$ cat src/hdl/tgc_pkg.sv
package tgc_pkg;

   localparam int SizeWidth  = 13;
   localparam int DistWidth  = 12;
   localparam int CoordWidth = 16;
   localparam int PanelWidth = 14;
   localparam int CsrIdxWidth = 4;

   localparam logic [2:0] FUNC_X_POS  = 3'd0;
   localparam logic [2:0] FUNC_Y_POS  = 3'd1;
   localparam logic [2:0] FUNC_TRK_ID = 3'd2;
   localparam logic [2:0] FUNC_BUTTON = 3'd3;
   localparam logic [2:0] FUNC_SYNC   = 3'd4;

   localparam logic [CsrIdxWidth-1:0] CSR_PANEL_WIDTH  = 4'd0;
   localparam logic [CsrIdxWidth-1:0] CSR_PANEL_HEIGHT = 4'd1;
   localparam logic [CsrIdxWidth-1:0] CSR_TAP_MAX      = 4'd2;
   localparam logic [CsrIdxWidth-1:0] CSR_SWIPE_MIN    = 4'd3;

   localparam logic [SizeWidth-1:0] RESET_PANEL_WIDTH  = 13'd172;
   localparam logic [SizeWidth-1:0] RESET_PANEL_HEIGHT = 13'd320;
   localparam logic [DistWidth-1:0] RESET_TAP_MAX      = 12'd18;
   localparam logic [DistWidth-1:0] RESET_SWIPE_MIN    = 12'd40;

   localparam logic signed [CoordWidth-1:0] COORD_UNSET = -16'sd1;

   typedef enum logic [2:0] {
      GEST_TAP   = 3'd0,
      GEST_UP    = 3'd1,
      GEST_DOWN  = 3'd2,
      GEST_LEFT  = 3'd3,
      GEST_RIGHT = 3'd4
   } gesture_type;

   typedef struct packed {
      logic [2:0]                    func;
      logic signed [CoordWidth-1:0]  event_value;
   } req_word_type;

   typedef struct packed {
      gesture_type           gesture;
      logic [DistWidth-1:0]  end_x;
      logic [DistWidth-1:0]  end_y;
   } rsp_word_type;

   typedef struct packed {
      logic [SizeWidth-1:0] panel_width;
      logic [SizeWidth-1:0] panel_height;
      logic [DistWidth-1:0] tap_max;
      logic [DistWidth-1:0] swipe_min;
   } cfg_type;

   // raw points of a finished touch
   typedef struct packed {
      logic signed [CoordWidth-1:0] start_x;
      logic signed [CoordWidth-1:0] start_y;
      logic signed [CoordWidth-1:0] cur_x;
      logic signed [CoordWidth-1:0] cur_y;
   } touch_type;

   // mirrored and clamped points, -1 marks an empty panel
   typedef struct packed {
      logic signed [PanelWidth-1:0] x0;
      logic signed [PanelWidth-1:0] y0;
      logic signed [PanelWidth-1:0] x1;
      logic signed [PanelWidth-1:0] y1;
   } panel_pts_type;

endpackage

$ cat src/hdl/tgc_track.sv
module tgc_track (
   input  logic                 clock,
   input  logic                 reset,
   input  logic                 req_valid,
   output logic                 req_stall,
   input  tgc_pkg::req_word_type req_word,
   input  logic                 next_ready,
   output logic                 job_valid,
   output tgc_pkg::touch_type    job
);
   import tgc_pkg::*;

   logic                         tracking_ff, tracking_in;
   logic signed [CoordWidth-1:0] start_x_ff, start_x_in;
   logic signed [CoordWidth-1:0] start_y_ff, start_y_in;
   logic signed [CoordWidth-1:0] cur_x_ff, cur_x_in;
   logic signed [CoordWidth-1:0] cur_y_ff, cur_y_in;
   logic signed [CoordWidth-1:0] pend_x_ff, pend_x_in;
   logic signed [CoordWidth-1:0] pend_y_ff, pend_y_in;
   logic                         job_valid_ff, job_valid_in;
   touch_type                    job_ff, job_in;
   logic                         accept;
   logic                         finish;
   logic signed [CoordWidth-1:0] v;
   logic signed [CoordWidth-1:0] sync_x, sync_y;

   assign req_stall = job_valid_ff && !next_ready;
   assign accept    = req_valid && !req_stall;
   assign v         = req_word.event_value;
   assign sync_x    = pend_x_ff[CoordWidth-1] ? cur_x_ff : pend_x_ff;
   assign sync_y    = pend_y_ff[CoordWidth-1] ? cur_y_ff : pend_y_ff;

   always_comb begin
      tracking_in = tracking_ff;
      start_x_in  = start_x_ff;
      start_y_in  = start_y_ff;
      cur_x_in    = cur_x_ff;
      cur_y_in    = cur_y_ff;
      pend_x_in   = pend_x_ff;
      pend_y_in   = pend_y_ff;
      finish      = 1'b0;
      if (accept) begin
         case (req_word.func)
            FUNC_X_POS: begin
               pend_x_in = v;
            end
            FUNC_Y_POS: begin
               pend_y_in = v;
            end
            FUNC_TRK_ID: begin
               if (v[CoordWidth-1]) begin
                  finish      = tracking_ff;
                  tracking_in = 1'b0;
                  start_x_in  = COORD_UNSET;
                  start_y_in  = COORD_UNSET;
                  cur_x_in    = COORD_UNSET;
                  cur_y_in    = COORD_UNSET;
               end else if (!tracking_ff) begin
                  tracking_in = 1'b1;
                  if (!cur_x_ff[CoordWidth-1] && !cur_y_ff[CoordWidth-1]) begin
                     start_x_in = cur_x_ff;
                     start_y_in = cur_y_ff;
                  end
               end
            end
            FUNC_BUTTON: begin
               if (v == 16'sd0 && tracking_ff) begin
                  finish      = 1'b1;
                  tracking_in = 1'b0;
               end else if (v == 16'sd1) begin
                  tracking_in = 1'b1;
                  if (!cur_x_ff[CoordWidth-1] && !cur_y_ff[CoordWidth-1]) begin
                     start_x_in = cur_x_ff;
                     start_y_in = cur_y_ff;
                  end
               end
            end
            FUNC_SYNC: begin
               cur_x_in  = sync_x;
               cur_y_in  = sync_y;
               pend_x_in = COORD_UNSET;
               pend_y_in = COORD_UNSET;
               if (tracking_ff && start_x_ff[CoordWidth-1] &&
                   !sync_x[CoordWidth-1] && !sync_y[CoordWidth-1]) begin
                  start_x_in = sync_x;
                  start_y_in = sync_y;
               end
            end
            default: begin
            end
         endcase
      end
   end

   always_comb begin
      job_in.start_x = start_x_ff;
      job_in.start_y = start_y_ff;
      job_in.cur_x   = cur_x_ff;
      job_in.cur_y   = cur_y_ff;
      job_valid_in   = (job_valid_ff && !next_ready) || (accept && finish);
   end

   always_ff @(posedge clock) begin
      if (reset) begin
         tracking_ff  <= 1'b0;
         start_x_ff   <= COORD_UNSET;
         start_y_ff   <= COORD_UNSET;
         cur_x_ff     <= COORD_UNSET;
         cur_y_ff     <= COORD_UNSET;
         pend_x_ff    <= COORD_UNSET;
         pend_y_ff    <= COORD_UNSET;
         job_valid_ff <= 1'b0;
      end else begin
         tracking_ff  <= tracking_in;
         start_x_ff   <= start_x_in;
         start_y_ff   <= start_y_in;
         cur_x_ff     <= cur_x_in;
         cur_y_ff     <= cur_y_in;
         pend_x_ff    <= pend_x_in;
         pend_y_ff    <= pend_y_in;
         job_valid_ff <= job_valid_in;
      end
   end

   always_ff @(posedge clock) begin
      if (accept && finish) begin
         job_ff <= job_in;
      end
   end

   assign job_valid = job_valid_ff;
   assign job       = job_ff;

endmodule

$ cat src/hdl/tgc_mirror.sv
module tgc_mirror (
   input  logic                  clock,
   input  logic                  reset,
   input  tgc_pkg::cfg_type       cfg,
   input  logic                  job_valid,
   input  tgc_pkg::touch_type     job,
   output logic                  job_ready,
   input  logic                  next_ready,
   output logic                  pts_valid,
   output tgc_pkg::panel_pts_type pts
);
   import tgc_pkg::*;

   localparam int DiffWidth = CoordWidth + 2;

   logic          pts_valid_ff, pts_valid_in;
   panel_pts_type pts_ff, pts_in;

   function automatic logic signed [PanelWidth-1:0] mirror_clamp(
      input logic [SizeWidth-1:0]        size,
      input logic signed [CoordWidth-1:0] t
   );
      logic signed [DiffWidth-1:0] p;
      logic signed [DiffWidth-1:0] size_s;
      logic signed [PanelWidth-1:0] result;
      size_s = $signed({{(DiffWidth-SizeWidth){1'b0}}, size});
      p = size_s - {{(DiffWidth-1){1'b0}}, 1'b1} - DiffWidth'(t);
      priority if (size == '0) begin
         result = -14'sd1;
      end else if (p[DiffWidth-1]) begin
         result = '0;
      end else if (p >= size_s) begin
         result = PanelWidth'(size_s - {{(DiffWidth-1){1'b0}}, 1'b1});
      end else begin
         result = PanelWidth'(p);
      end
      return result;
   endfunction

   assign job_ready = !pts_valid_ff || next_ready;

   always_comb begin
      pts_in.x0 = mirror_clamp(cfg.panel_width, job.start_x);
      pts_in.y0 = mirror_clamp(cfg.panel_height, job.start_y);
      pts_in.x1 = mirror_clamp(cfg.panel_width, job.cur_x);
      pts_in.y1 = mirror_clamp(cfg.panel_height, job.cur_y);
      pts_valid_in = job_ready ? job_valid : pts_valid_ff;
   end

   always_ff @(posedge clock) begin
      if (reset) begin
         pts_valid_ff <= 1'b0;
      end else begin
         pts_valid_ff <= pts_valid_in;
      end
   end

   always_ff @(posedge clock) begin
      if (job_ready && job_valid) begin
         pts_ff <= pts_in;
      end
   end

   assign pts_valid = pts_valid_ff;
   assign pts       = pts_ff;

endmodule

$ cat src/hdl/tgc_judge.sv
module tgc_judge (
   input  logic                   clock,
   input  logic                   reset,
   input  tgc_pkg::cfg_type        cfg,
   input  logic                   pts_valid,
   input  tgc_pkg::panel_pts_type  pts,
   output logic                   pts_ready,
   output logic                   rsp_valid,
   input  logic                   rsp_stall,
   output tgc_pkg::rsp_word_type   rsp_word
);
   import tgc_pkg::*;

   localparam int DeltaWidth = PanelWidth + 1;
   localparam int AbsWidth   = PanelWidth - 1;
   localparam int ProdWidth  = AbsWidth + 3;

   logic                         rsp_valid_ff, rsp_valid_in;
   rsp_word_type                 rsp_word_ff, rsp_word_in;
   logic signed [DeltaWidth-1:0] dx, dy;
   logic [AbsWidth-1:0]          ax, ay;
   logic [ProdWidth-1:0]         ax5, ay5, ax6, ay6;
   logic [AbsWidth-1:0]          tap_max, swipe_min;
   logic                         any_neg;
   logic                         found;
   gesture_type                  gest;
   logic                         take;

   assign pts_ready = !rsp_valid_ff || !rsp_stall;
   assign take      = pts_valid && pts_ready;

   always_comb begin
      any_neg = pts.x0[PanelWidth-1] || pts.y0[PanelWidth-1] ||
                pts.x1[PanelWidth-1] || pts.y1[PanelWidth-1];
      dx = DeltaWidth'(pts.x1) - DeltaWidth'(pts.x0);
      dy = DeltaWidth'(pts.y1) - DeltaWidth'(pts.y0);
      ax = dx[DeltaWidth-1] ? AbsWidth'(-dx) : AbsWidth'(dx);
      ay = dy[DeltaWidth-1] ? AbsWidth'(-dy) : AbsWidth'(dy);
      ax5 = (ProdWidth'(ax) << 2) + ProdWidth'(ax);
      ay5 = (ProdWidth'(ay) << 2) + ProdWidth'(ay);
      ax6 = (ProdWidth'(ax) << 2) + (ProdWidth'(ax) << 1);
      ay6 = (ProdWidth'(ay) << 2) + (ProdWidth'(ay) << 1);
      tap_max   = AbsWidth'(cfg.tap_max);
      swipe_min = AbsWidth'(cfg.swipe_min);
      found = 1'b1;
      gest  = GEST_TAP;
      // ratio test a > floor(6*b/5) is the same as 5*a > 6*b
      priority if (any_neg) begin
         found = 1'b0;
      end else if (ax <= tap_max && ay <= tap_max) begin
         gest = GEST_TAP;
      end else if (ay >= swipe_min && ay5 > ax6) begin
         gest = dy[DeltaWidth-1] ? GEST_UP : GEST_DOWN;
      end else if (ax >= swipe_min && ax5 > ay6) begin
         gest = (!dx[DeltaWidth-1] && dx != '0) ? GEST_RIGHT : GEST_LEFT;
      end else begin
         found = 1'b0;
      end
      rsp_word_in.gesture = gest;
      rsp_word_in.end_x   = pts.x1[DistWidth-1:0];
      rsp_word_in.end_y   = pts.y1[DistWidth-1:0];
      rsp_valid_in = pts_ready ? (take && found) : rsp_valid_ff;
   end

   always_ff @(posedge clock) begin
      if (reset) begin
         rsp_valid_ff <= 1'b0;
      end else begin
         rsp_valid_ff <= rsp_valid_in;
      end
   end

   always_ff @(posedge clock) begin
      if (take && found) begin
         rsp_word_ff <= rsp_word_in;
      end
   end

   assign rsp_valid = rsp_valid_ff;
   assign rsp_word  = rsp_word_ff;

endmodule

$ cat src/hdl/touch_gesture_classifier_core.sv
// touch gesture classifier
// req channel: one touch event word per accepted cycle (func, event_value);
// x/y positions stay pending until a sync word commits them.
// rsp channel: one word per recognized gesture (gesture, end_x, end_y),
// raised on a tracking id below zero or a button release of a tracked touch.
// csr port: write-only, csr_wr_en with csr_index and csr_wdata, taken each
// enabled cycle; writes to unused indexes are dropped.
// a finishing event reaches rsp through three registers in order: touch state,
// then mirrored/clamped points, then the classified word.
// throughput: one event per cycle while req_stall is low.
// the three stages each hold a word, so events keep flowing while a result
// waits; when rsp_stall holds the output word and both inner stages are full,
// req_stall rises until the output word is taken.
// reset: tracking cleared, all points and pending positions unset, csr back
// to panel 172 x 320, tap distance 18, swipe distance 40, no rsp word.
module touch_gesture_classifier_core (
   input  logic                                  clock,
   input  logic                                  reset,
   input  logic                                  req_valid,
   output logic                                  req_stall,
   input  tgc_pkg::req_word_type                  req_word,
   output logic                                  rsp_valid,
   input  logic                                  rsp_stall,
   output tgc_pkg::rsp_word_type                  rsp_word,
   input  logic                                  csr_wr_en,
   input  logic [tgc_pkg::CsrIdxWidth-1:0]        csr_index,
   input  logic [tgc_pkg::SizeWidth-1:0]          csr_wdata
);
   import tgc_pkg::*;

   cfg_type       cfg_ff, cfg_in;
   logic          job_valid;
   touch_type     job;
   logic          job_ready;
   logic          pts_valid;
   panel_pts_type pts;
   logic          pts_ready;

   always_comb begin
      cfg_in = cfg_ff;
      if (csr_wr_en) begin
         case (csr_index)
            CSR_PANEL_WIDTH:  cfg_in.panel_width  = csr_wdata;
            CSR_PANEL_HEIGHT: cfg_in.panel_height = csr_wdata;
            CSR_TAP_MAX:      cfg_in.tap_max      = csr_wdata[DistWidth-1:0];
            CSR_SWIPE_MIN:    cfg_in.swipe_min    = csr_wdata[DistWidth-1:0];
            default: begin
            end
         endcase
      end
   end

   always_ff @(posedge clock) begin
      if (reset) begin
         cfg_ff.panel_width  <= RESET_PANEL_WIDTH;
         cfg_ff.panel_height <= RESET_PANEL_HEIGHT;
         cfg_ff.tap_max      <= RESET_TAP_MAX;
         cfg_ff.swipe_min    <= RESET_SWIPE_MIN;
      end else begin
         cfg_ff <= cfg_in;
      end
   end

   tgc_track u_track (
      .clock      (clock),
      .reset      (reset),
      .req_valid  (req_valid),
      .req_stall  (req_stall),
      .req_word   (req_word),
      .next_ready (job_ready),
      .job_valid  (job_valid),
      .job        (job)
   );

   tgc_mirror u_mirror (
      .clock      (clock),
      .reset      (reset),
      .cfg        (cfg_ff),
      .job_valid  (job_valid),
      .job        (job),
      .job_ready  (job_ready),
      .next_ready (pts_ready),
      .pts_valid  (pts_valid),
      .pts        (pts)
   );

   tgc_judge u_judge (
      .clock     (clock),
      .reset     (reset),
      .cfg       (cfg_ff),
      .pts_valid (pts_valid),
      .pts       (pts),
      .pts_ready (pts_ready),
      .rsp_valid (rsp_valid),
      .rsp_stall (rsp_stall),
      .rsp_word  (rsp_word)
   );

endmodule

$ cat config.mk
export PLATFORM = sky130hd
export DESIGN_NAME = touch_gesture_classifier_core
export DESIGN_NICKNAME = d
export VERILOG_FILES = /design/src/hdl/tgc_pkg.sv /design/src/hdl/tgc_track.sv /design/src/hdl/tgc_mirror.sv /design/src/hdl/tgc_judge.sv /design/src/hdl/touch_gesture_classifier_core.sv
export SDC_FILE = /design/constraint.sdc
export NUM_CORES = 1
export LEC_CHECK = 0
export BUFFER_PORTS_ARGS = -buffer_cell sky130_fd_sc_hd__buf_2
export CORE_ASPECT_RATIO = 0.5
export CORE_MARGIN = 2
export CORE_UTILIZATION = 50
export DETAILED_ROUTE_END_ITERATION = 16
export PLACE_DENSITY = 0.64
export SLEW_MARGIN = 10
export SYNTH_ARGS = -nofsm -noshare
export SYNTH_HDL_FRONTEND = slang
export SYNTH_HIERARCHICAL = 1
export SYNTH_SLANG_ARGS = --single-unit
$ cat constraint.sdc
create_clock -name clock -period 11.8 [get_ports clock]
set_input_delay 2.36 -clock clock [delete_from_list [all_inputs] [get_ports clock]]
set_output_delay 2.36 -clock clock [all_outputs]
set_load 0.01 [all_outputs]
[Word level (Yosys, flattened, before mapping)]
Cells that the tools add are included.
Word-level totals
  flip-flop bits (word level): 297
  output and inout port bits: 29
  word-level logic and storage cells: 162
Operators by class
  equal/unequal tests: 14
  reduce and logical (&&, ||, !) cells: 52
  $lt $le $gt $ge: 10
  multiplexer cells: 47
  $add $sub $neg: 14
Operators by type and width (number)
  $mux W16: 15
  $pmux W16 S2: 4
  $mux W14: 8
  $pmux W16 S3: 2
  $ge A18 B14 Y1: 4
  $sub A18 B18 Y18: 4
  $add A15 B13 Y16: 2
  $add A15 B14 Y16: 2
  $gt A16 B16 Y1: 2
  $sub A14 B14 Y15: 2
  $sub A13 B1 Y14 const B: 2
  $ge A13 B12 Y1: 2
  $le A13 B12 Y1: 2
  $logic_not A13 Y1: 2
  $mux W13: 2
  $neg A13 Y13: 2
  $eq A16 B2 Y1 const B: 1
  $logic_not A16 Y1: 1
  $logic_and A1 B1 Y1: 15
  $reduce_bool A15 Y1: 1
  $reduce_and A2 Y1: 6
  $logic_not A1 Y1: 10
  $mux W1: 10
  $mux W3: 3
  other kinds (19): 33

[Longest topological paths before layout]
Gate-level depths: netlist (run 1).
  depth after elaboration: 11
  mapped depth: 31

[Hierarchy]
The synthesis (run 1) kept the hierarchy.
Modules (own cells, without submodules)
  tgc_mirror: cells an instance 864, seq. area each 1701.6 um2, times used 1, area an instance 7358.3 um2
  tgc_judge: cells an instance 855, seq. area each 830.8 um2, times used 1, area an instance 7051.8 um2
  tgc_track: cells an instance 564, seq. area each 3883.7 um2, times used 1, area an instance 6561.3 um2
  touch_gesture_classifier_core: cells an instance 191, seq. area each 1001.0 um2, times used 1, area an instance 2042.0 um2

[Least setup slack after synthesis (run 1)]
Ideal clock, no wire load.
  path kind: reg-to-reg
  start point: reg u_mirror.pts_ff, in the netlist u_mirror/pts[14]
  end point: reg u_judge.rsp_word_ff, in the netlist u_judge/rsp_word[0], enable pin
  arrival time: 7.063 ns
  slack: 4.326 ns
  library setup time: 0.411 ns
  period minus slack after synthesis: 7.474 ns
  stages on the path, launching flop included: 32
  path through: edfxtp_1 inv_1 ha_1 fa_1 nor2b_1 o221a_2 o311ai_1 nand3_1 nand2_1 clkbuf_1 nand2_1 o21ai_0 ha_1 fa_1 a21o_1 a21oi_1 o21ai_0 o211a_1 o311ai_0 a31oi_1 nand4_1 o2111ai_1 mux2i_1 o311ai_0 ha_1 nand4_1 nor2_1 o21ai_0 a31oi_1 o21ai_2 and3_1 nor2_1
On the way
  word-level cells in the longest chain between the ends: 11
  elaborated cells on any way between the ends: 17
  those cells by class: 4 x add/sub; 4 x order compare; 5 x mux; 4 x reduce/logical
RTL lines
  start: declaration: line tgc_mirror.sv:17  | panel_pts_type pts_ff, pts_in;
  start signal: assignment: line tgc_mirror.sv:60  | pts_ff <= pts_in;
  $sub A14 B14 Y15 (*): line tgc_judge.sv:35  | dx = DeltaWidth'(pts.x1) - DeltaWidth'(pts.x0);
  $neg A13 Y13: line tgc_judge.sv:37  | ax = dx[DeltaWidth-1] ? AbsWidth'(-dx) : AbsWidth'(dx);
  $mux W13 (*): line tgc_judge.sv:37
  $add A15 B13 Y16: line tgc_judge.sv:39  | ax5 = (ProdWidth'(ax) << 2) + ProdWidth'(ax);
  $gt A16 B16 Y1: line tgc_judge.sv:54  | end else if (ax >= swipe_min && ax5 > ay6) begin
  $logic_and A1 B1 Y1: line tgc_judge.sv:54
  $mux W1: line tgc_judge.sv:54
  $mux W1: line tgc_judge.sv:52  | end else if (ay >= swipe_min && ay5 > ax6) begin
  $mux W1 (*): line tgc_judge.sv:50  | end else if (ax <= tap_max && ay <= tap_max) begin
  $mux W1 (*): line tgc_judge.sv:48  | priority if (any_neg) begin
  $logic_and A1 B1 Y1 (*): line tgc_judge.sv:74  | if (take && found) begin
  end signal: assignment: line tgc_judge.sv:75  | rsp_word_ff <= rsp_word_in;
  end: declaration: line tgc_judge.sv:19  | rsp_word_type rsp_word_ff, rsp_word_in;
Mark *: on every way between the ends. The rest lies on a longest branch, timed or not.
A chain may end at the register's enable or synchronous reset.

[Worst setup path in the final report (run 1)]
  start point: reg u_mirror.pts_ff, in the netlist u_mirror/pts[14]
  end point: reg u_judge.rsp_word_ff, in the netlist u_judge/rsp_word[25], enable pin
The elaborated chain is that of the path after synthesis.

==> results of run 1 <==
[layout by cell type, fill, tap and decap left out, types with 13 or more instances in the layout]
| master | synthesis | routed |
|---|---|---|
| nand2b_1 | 110 | 110 |
| nor3_1 | 32 | 32 |
| inv_1 | 247 | 246 |
| buf_2 | 16 | 68 |
| nand4_1 | 26 | 26 |
| mux2i_1 | 101 | 101 |
| nor4_1 | 13 | 13 |
| o21bai_1 | 48 | 47 |
| a31oi_1 | 41 | 41 |
| o211ai_1 | 27 | 27 |
| o21a_1 | 44 | 44 |
| a21o_1 | 40 | 40 |
| nand3_1 | 40 | 40 |
| xnor2_1 | 95 | 95 |
| o21ai_0 | 117 | 117 |
| nor2_1 | 168 | 167 |
| xor2_1 | 40 | 40 |
| nand2_1 | 100 | 100 |
| edfxtp_1 | 147 | 147 |
| ha_1 | 274 | 274 |
| and3_1 | 17 | 17 |
| buf_4 | 6 | 14 |
| dfxtp_1 | 150 | 150 |
| a21oi_1 | 130 | 129 |
| o21ai_1 | 22 | 22 |
| o22ai_1 | 32 | 32 |
| a221oi_2 | 23 | 23 |
| a211oi_1 | 23 | 23 |
| a211o_1 | 42 | 42 |
| clkbuf_16 | 0 | 30 |
| nor2b_1 | 30 | 30 |
[kinds of logic after synthesis]
| logic type | Yosys count |
|---|---|
| buffers and inverters | 325 |
| AOI/OAI and AO/OA | 698 |
| and+or+nand+nor | 626 |
| DFF | 297 |
| xor gates and xnor gates | 140 |
| adders and majority gates | 284 |
| muxes | 104 |
[worst max-delay path by stage]
stage	to	slack, ns	cells after the start
2_1_floorplan	u_judge/rsp_word[0]$_DFFE_PP_	4.33	31
3_3_place_gp	u_judge/rsp_word[22]$_DFFE_PP_	4.46	32
3_5_place_dp	u_judge/rsp_word[22]$_DFFE_PP_	4.30	32
4_1_cts	u_judge/rsp_word[6]$_DFFE_PP_	4.28	32
5_1_grt	u_judge/rsp_word[12]$_DFFE_PP_	3.53	32
6_report	u_judge/rsp_word[25]$_SDFFCE_PP0P_	4.20	32
[per-layer routing]
| metal | track usage [%] | vias to the layer above | routed length, µm |
|---|---|---|---|
| met4 | 4.51 | 0 | 977 |
| met3 | 2.02 | 54 | 2510 |
| li1 | - | 9146 | - |
| met2 | 36.6 | 412 | 24500 |
| met5 | 0 | - | 0 |
| met1 | 37.4 | 8620 | 30500 |
[power by group through the flow]
stage               logic, mW  registers (mW)  clock network, mW
floorplan               0.141            1.11                  0
global placement        0.188            1.11                  0
detailed placement      0.189            1.12                  0
CTS                     0.190            1.09              0.984
global route            0.210            1.09               1.02
finish                  0.192            1.09              0.967
[layout make-up]
| cell class | instances | area, µm² | share of cell area (%) |
|---|---|---|---|
| Timing Repair Buffer | 82 | 445 | 1.79 |
| Sequential cell | 297 | 7420 | 29.8 |
| Multi-Input combinational cell | 1852 | 14300 | 57.6 |
| Tap cell | 598 | 748 | 3.01 |
| Clock inverter | 13 | 188 | 0.755 |
| Clock buffer | 40 | 808 | 3.25 |
| Inverter | 248 | 931 | 3.75 |
[critical path, delay by kind of cell (launching register included)]
| family | cells | cell delay [ns] |
|---|---|---|
| compound gates | 14 | 2.82 |
| fa+ha+maj | 5 | 1.66 |
| buf+inv | 3 | 0.61 |
| flops | 1 | 0.36 |
| mux | 1 | 0.19 |
| simple gates | 9 | 1.60 |
[through the flow]
step / cell area, µm² / instances / hold slack, ns / power (mW) / util, %
2_1_floorplan: 23000 / 2474 / 0.408 / 1.25 / -
3_3_place_gp: 23900 / 3077 / 0.413 / 1.30 / 52.7
3_5_place_dp: 23900 / 3077 / 0.414 / 1.30 / 52.7
4_1_cts: 24900 / 3130 / 0.426 / 2.27 / 54.9
5_1_grt: 24900 / 3130 / 0.432 / 2.33 / 54.9
6_report: 24900 / 3130 / 0.424 / 2.25 / 54.9
[registers in the layout (all words and copies together) (netlist names)]
| register | flops |
|---|---|
| u_track/pend_x_ff | 16 |
| u_judge/rsp_valid | 1 |
| u_track/cur_y_ff | 16 |
| u_track/tracking_ff | 1 |
| u_track/pend_y_ff | 16 |
| u_judge/rsp_word | 27 |
| u_track/start_x_ff | 16 |
| u_track/cur_x_ff | 16 |
| u_track/start_y_ff | 16 |
| u_mirror/pts | 56 |
| u_mirror/pts_valid | 1 |
| u_track/job_valid | 1 |
| cfg_ff | 50 |
| u_track/job | 64 |
==> flow_summary.ini, run 1 <==
[status]
status = complete, no violations

[global_route]
grt_pass1_wl_um = 92400
overflow = 0
grt_pass1_vias = 16869
antenna_found_initial = 0
grt_usage_pct = 24.1
grt_max_degree = 74

[power]
seqPwrFrac_pct = 48.5
p_comb_share_pct = 8.5
ir_drop_uv = 91.4
swShare_pct = 23.2
power.internal_mw = 1.73
clockPowerShare_pct = 42.9
leakage_nw = 10.9
power_density_nw_per_um2 = 90.6
switchingPower_mw = 0.522

[logic_synthesis]
yosys.area_share.simple_pct = 14.8
synth_area_leaders = edfxtp_1 19%, ha_1 15%, dfxtp_1 13%
synth_top_cell_by_area = edfxtp_1
synth_area_per_cell_um2 = 9.30
synthFlopType = dfxtp_1
ys_seq_area_share_pct = 32.2
synth-compound-area-share_pct = 21.4
ys_async_sr_fraction_pct = 0
synth-adder-area-share_pct = 15.8
yosysTopAreaCellShare_pct = 19.2
netlist_top_cells_count = 274 x ha_1, 247 x inv_1, 168 x nor2_1
synth-seq-cells = 297
yosys.cell_types.count = 110
yosysWarnings = 6
synth_xor_xnor_area_share_pct = 5.49
synth_mux_area_share_pct = 4.56
syn_area_um2 = 23000
syn_nets = 2799
synth-edff-count = 147
synth_top_family_by_area = compound AO/OA/AOI/OAI gates
synth_most_common_cell = ha_1
synth_cells = 2474

[timing]
finalWorstSetupSlack_ns = 4.20
relSlewSlack_pct = 24.4
finalCritPeriodShare_pct = 64.4
tightest_slew_ns = 1.13
slew_viol_final = 0
clock-skew-final_ns = 0.0216
hold_violations = 0
fin_crit_ns = 7.60
setup_violations = 0
rsz0062_at_grt = no
max_freq_mhz = 132
fin_tns_setup_ns = 0

[route]
vias_per_cell = 5.82
drc = 0
avgRoutedWirePerCell_um = 18.7
final_antenna_net_count = 0
vias = 18232
drt-pass1-iter-count = 5
drt-total-wl_um = 58500
drtIter0Drc = 1323

[clocking]
postCtsSetupBuffers = 0
htree_num_levels = 1
cts_tree = built
cts_resized = 0
clk_pin_slew_ns = 0.07
cts_buffers = 29
cts_hold_buf = 0
clock-root-buffer = clkbuf_16
clock_path_buffers = 3
clock-sinks = 297
clk_latency_ns = 0.57

[layout]
final_layout_size_suffix_gt1_share_pct = 8.73
antenna_cells = 0
area_growth_pct = 7.98
fillers = 4107
final_nets = 2835

[min_path]
min_to = u_track/job[51]$_DFFE_PP_
hold-path-cell-count = 0
hp-start = u_track/start_x_ff[3]$_SDFFE_PP1P_
min_path_type = flop to flop

[placed_design]
dp_slack_ns = 4.30
dp_hpwl_um = 45100
port_buffers = 69
gp_congestion = 0.909

[die]
start_util_pct = 50.8
fp-row-count = 55
die_h_um = 156
ios = 70
core-area_um2 = 45300
dieArea_um2 = 47900
die_x_um = 307

[flow_run]
drv_cap = 0

[worst_setup_path]
cp_data_arrival_time_ns = 7.81
slowest_stage = o311ai_0
required_ns = 12.01
rr_endpoint = u_judge/rsp_word[25]$_SDFFCE_PP0P_
r2r_cells = 32
rrSetupSlack_ns = 4.20
crit_start = u_mirror/pts[14]$_SDFFCE_PN1P_
end_kind = flop
rr_startpoint = u_mirror/pts[14]$_SDFFCE_PN1P_
worst_setup_path_start_kind = flop
crit_type = flop to flop
cp_max_fo = 27
max_stage_delay_ns = 0.56
Power figures use the tool's default switching activity.
==> inputs of run 2 (changes only) <==
PLACE_DENSITY = 0.67   (was 0.64)
clock period = 6.95 ns   (was 11.8 ns; I/O delays follow)
==> flow_summary.ini, run 2 (synthesized netlist as in run 1, its figures left out) <==
[die]
core-area_um2 = 45300
dieArea_um2 = 47900
die_x_um = 307
fp-row-count = 55
start_util_pct = 50.8
die_h_um = 156
ios = 70

[layout]
seqCellArea_um2 = 7420
multi_input_area_um2 = 14400
final_common_cell = ha_1
fillers = 4045
final_layout_size_suffix_gt1_share_pct = 10.5
final_nets = 2865
final_cell_mix = 274 x ha_1, 246 x inv_1, 167 x nor2_1, 150 x dfxtp_1, 147 x edfxtp_1
largest_reg_flops = 64
area_growth_pct = 9.56
finalInstanceArea_um2 = 25200

[timing]
hold_violations = 0
fin_crit_ns = 6.53
setup_violations = 0
rsz0062_at_grt = no
clock-skew-final_ns = 0.0155
relSlewSlack_pct = 21.2
finalCritPeriodShare_pct = 93.9
max_freq_mhz = 153
slew_viol_final = 0
tightest_slew_ns = 1.18
fin_tns_setup_ns = 0

[placed_design]
dp_hpwl_um = 45300
gp_congestion = 0.937
placed_area_um2 = 24100
port_buffers = 69

[clocking]
clock-sinks = 297
cts_tree = built
htree_num_levels = 1
cts_hold_buf = 0
clk_pin_slew_ns = 0.06
clock_path_buffers = 3
cts_buffers = 30
clk_latency_ns = 0.56
clock-root-buffer = clkbuf_16

[worst_setup_path]
max_stage_delay_ns = 0.41
cp_data_arrival_time_ns = 6.79
rrSetupSlack_ns = 0.42
cpMostUsedCell = ha_1
end_kind = flop
crit_type = flop to flop
r2r_cells = 29
rr_startpoint = u_mirror/pts[0]$_SDFFCE_PN1P_
slowest_stage = fa_1
worst_setup_path_start_kind = flop
required_ns = 7.21
cp_max_fo = 15
rr_endpoint = u_judge/rsp_word[6]$_DFFE_PP_

[flow_run]
drv_cap = 0

[global_route]
grt_max_degree = 114
grt_usage_pct = 23.9
grt_pass1_wl_um = 92000
antenna_found_initial = 0
grt_pass1_vias = 16841
overflow = 0

[route]
final_antenna_net_count = 0
drtIter0Drc = 1370
vias_per_cell = 5.82
drt-total-wl_um = 58100
drt-pass1-iter-count = 5
drc = 0
vias = 18424
avgRoutedWirePerCell_um = 18.4

[min_path]
min_path_type = flop to flop
min_to = u_track/job[45]$_DFFE_PP_
hp-start = u_track/start_y_ff[13]$_SDFFE_PP1P_
hold-path-cell-count = 0

[power]
leakage_nw = 11.1
ir_drop_uv = 161
power_density_nw_per_um2 = 153

[status]
status = complete, no violations
-- run 2: repair_timing --
action                     4_1_cts  5_1_grt
hold endpoints to repair         0        0
setup endpoints to repair        0       31
buffers inserted                 0        3
gates resized for setup          0       19
-- run 2: cell type report --
class                      instances  share of cell area [%]
multi-input combinational       1852                    57.1
sequential                       297                    29.4
inverter                         248                    3.69
clock buffer                      41                    3.48
tap                              598                    2.97
timing repair buffer             111                    2.66
clock inverter                    15                   0.705
antenna                            1                 0.00992
-- run 2: power breakdown --
| group | total [mW] | leakage, nW | internal [mW] | switching, mW |
|---|---|---|---|---|
| Combinational | 0.326 | 8.11 | 0.132 | 0.194 |
| Sequential | 1.86 | 2.45 | 1.84 | 0.0176 |
| Clock | 1.68 | 0.518 | 1.00 | 0.681 |
| Total | 3.86 | 11.1 | 2.97 | 0.893 |
-- run 2: worst max-delay path by stage --
| stage | endpoint | startpoint | slack [ns] |
|---|---|---|---|
| floorplan | u_judge/rsp_word[0]$_DFFE_PP_ | u_mirror/pts[14]$_SDFFCE_PN1P_ | 0.19 |
| global placement | u_judge/rsp_word[22]$_DFFE_PP_ | u_mirror/pts[14]$_SDFFCE_PN1P_ | 0.35 |
| detailed placement | u_judge/rsp_word[9]$_DFFE_PP_ | u_mirror/pts[14]$_SDFFCE_PN1P_ | 0.25 |
| CTS | u_judge/rsp_word[9]$_DFFE_PP_ | u_mirror/pts[0]$_SDFFCE_PN1P_ | 0.21 |
| global route | u_judge/rsp_word[9]$_DFFE_PP_ | u_mirror/pts[0]$_SDFFCE_PN1P_ | 0.02 |
| finish | u_judge/rsp_word[6]$_DFFE_PP_ | u_mirror/pts[0]$_SDFFCE_PN1P_ | 0.42 |
-- run 2: stage by stage --
step	utilization (%)	power [mW]	setup slack, ns	cells	hold WS, ns
global placement	53.1	2.21	0.346	3103	0.413
detailed placement	53.1	2.21	0.248	3103	0.413
finish	55.7	3.86	0.421	3163	0.429
floorplan	-	2.13	0.191	2474	0.408
global route	55.7	4.00	0.0196	3162	0.437
CTS	55.5	3.89	0.210	3159	0.428
-- run 2: worst max-delay path: cells and delay by family, from the launching register on --
kind                     cells  cell delay [ns]
AND/OR/NAND/NOR              8             1.21
AO/OA/AOI/OAI               14             2.86
adder cells (fa/ha/maj)      4             1.27
flip-flops                   1             0.35
XOR/XNOR                     1             0.29
buffers and inverters        2             0.25
-- run 2: metal layers --
metal / vias up / part of all wire (%) / GRT usage (%)
met5: - / 0 / 0
li1: 9225 / - / -
met4: 0 / 1.6 / 4.60
met3: 54 / 5.3 / 2.02
met1: 8686 / 51 / 37.0
met2: 459 / 42 / 36.1
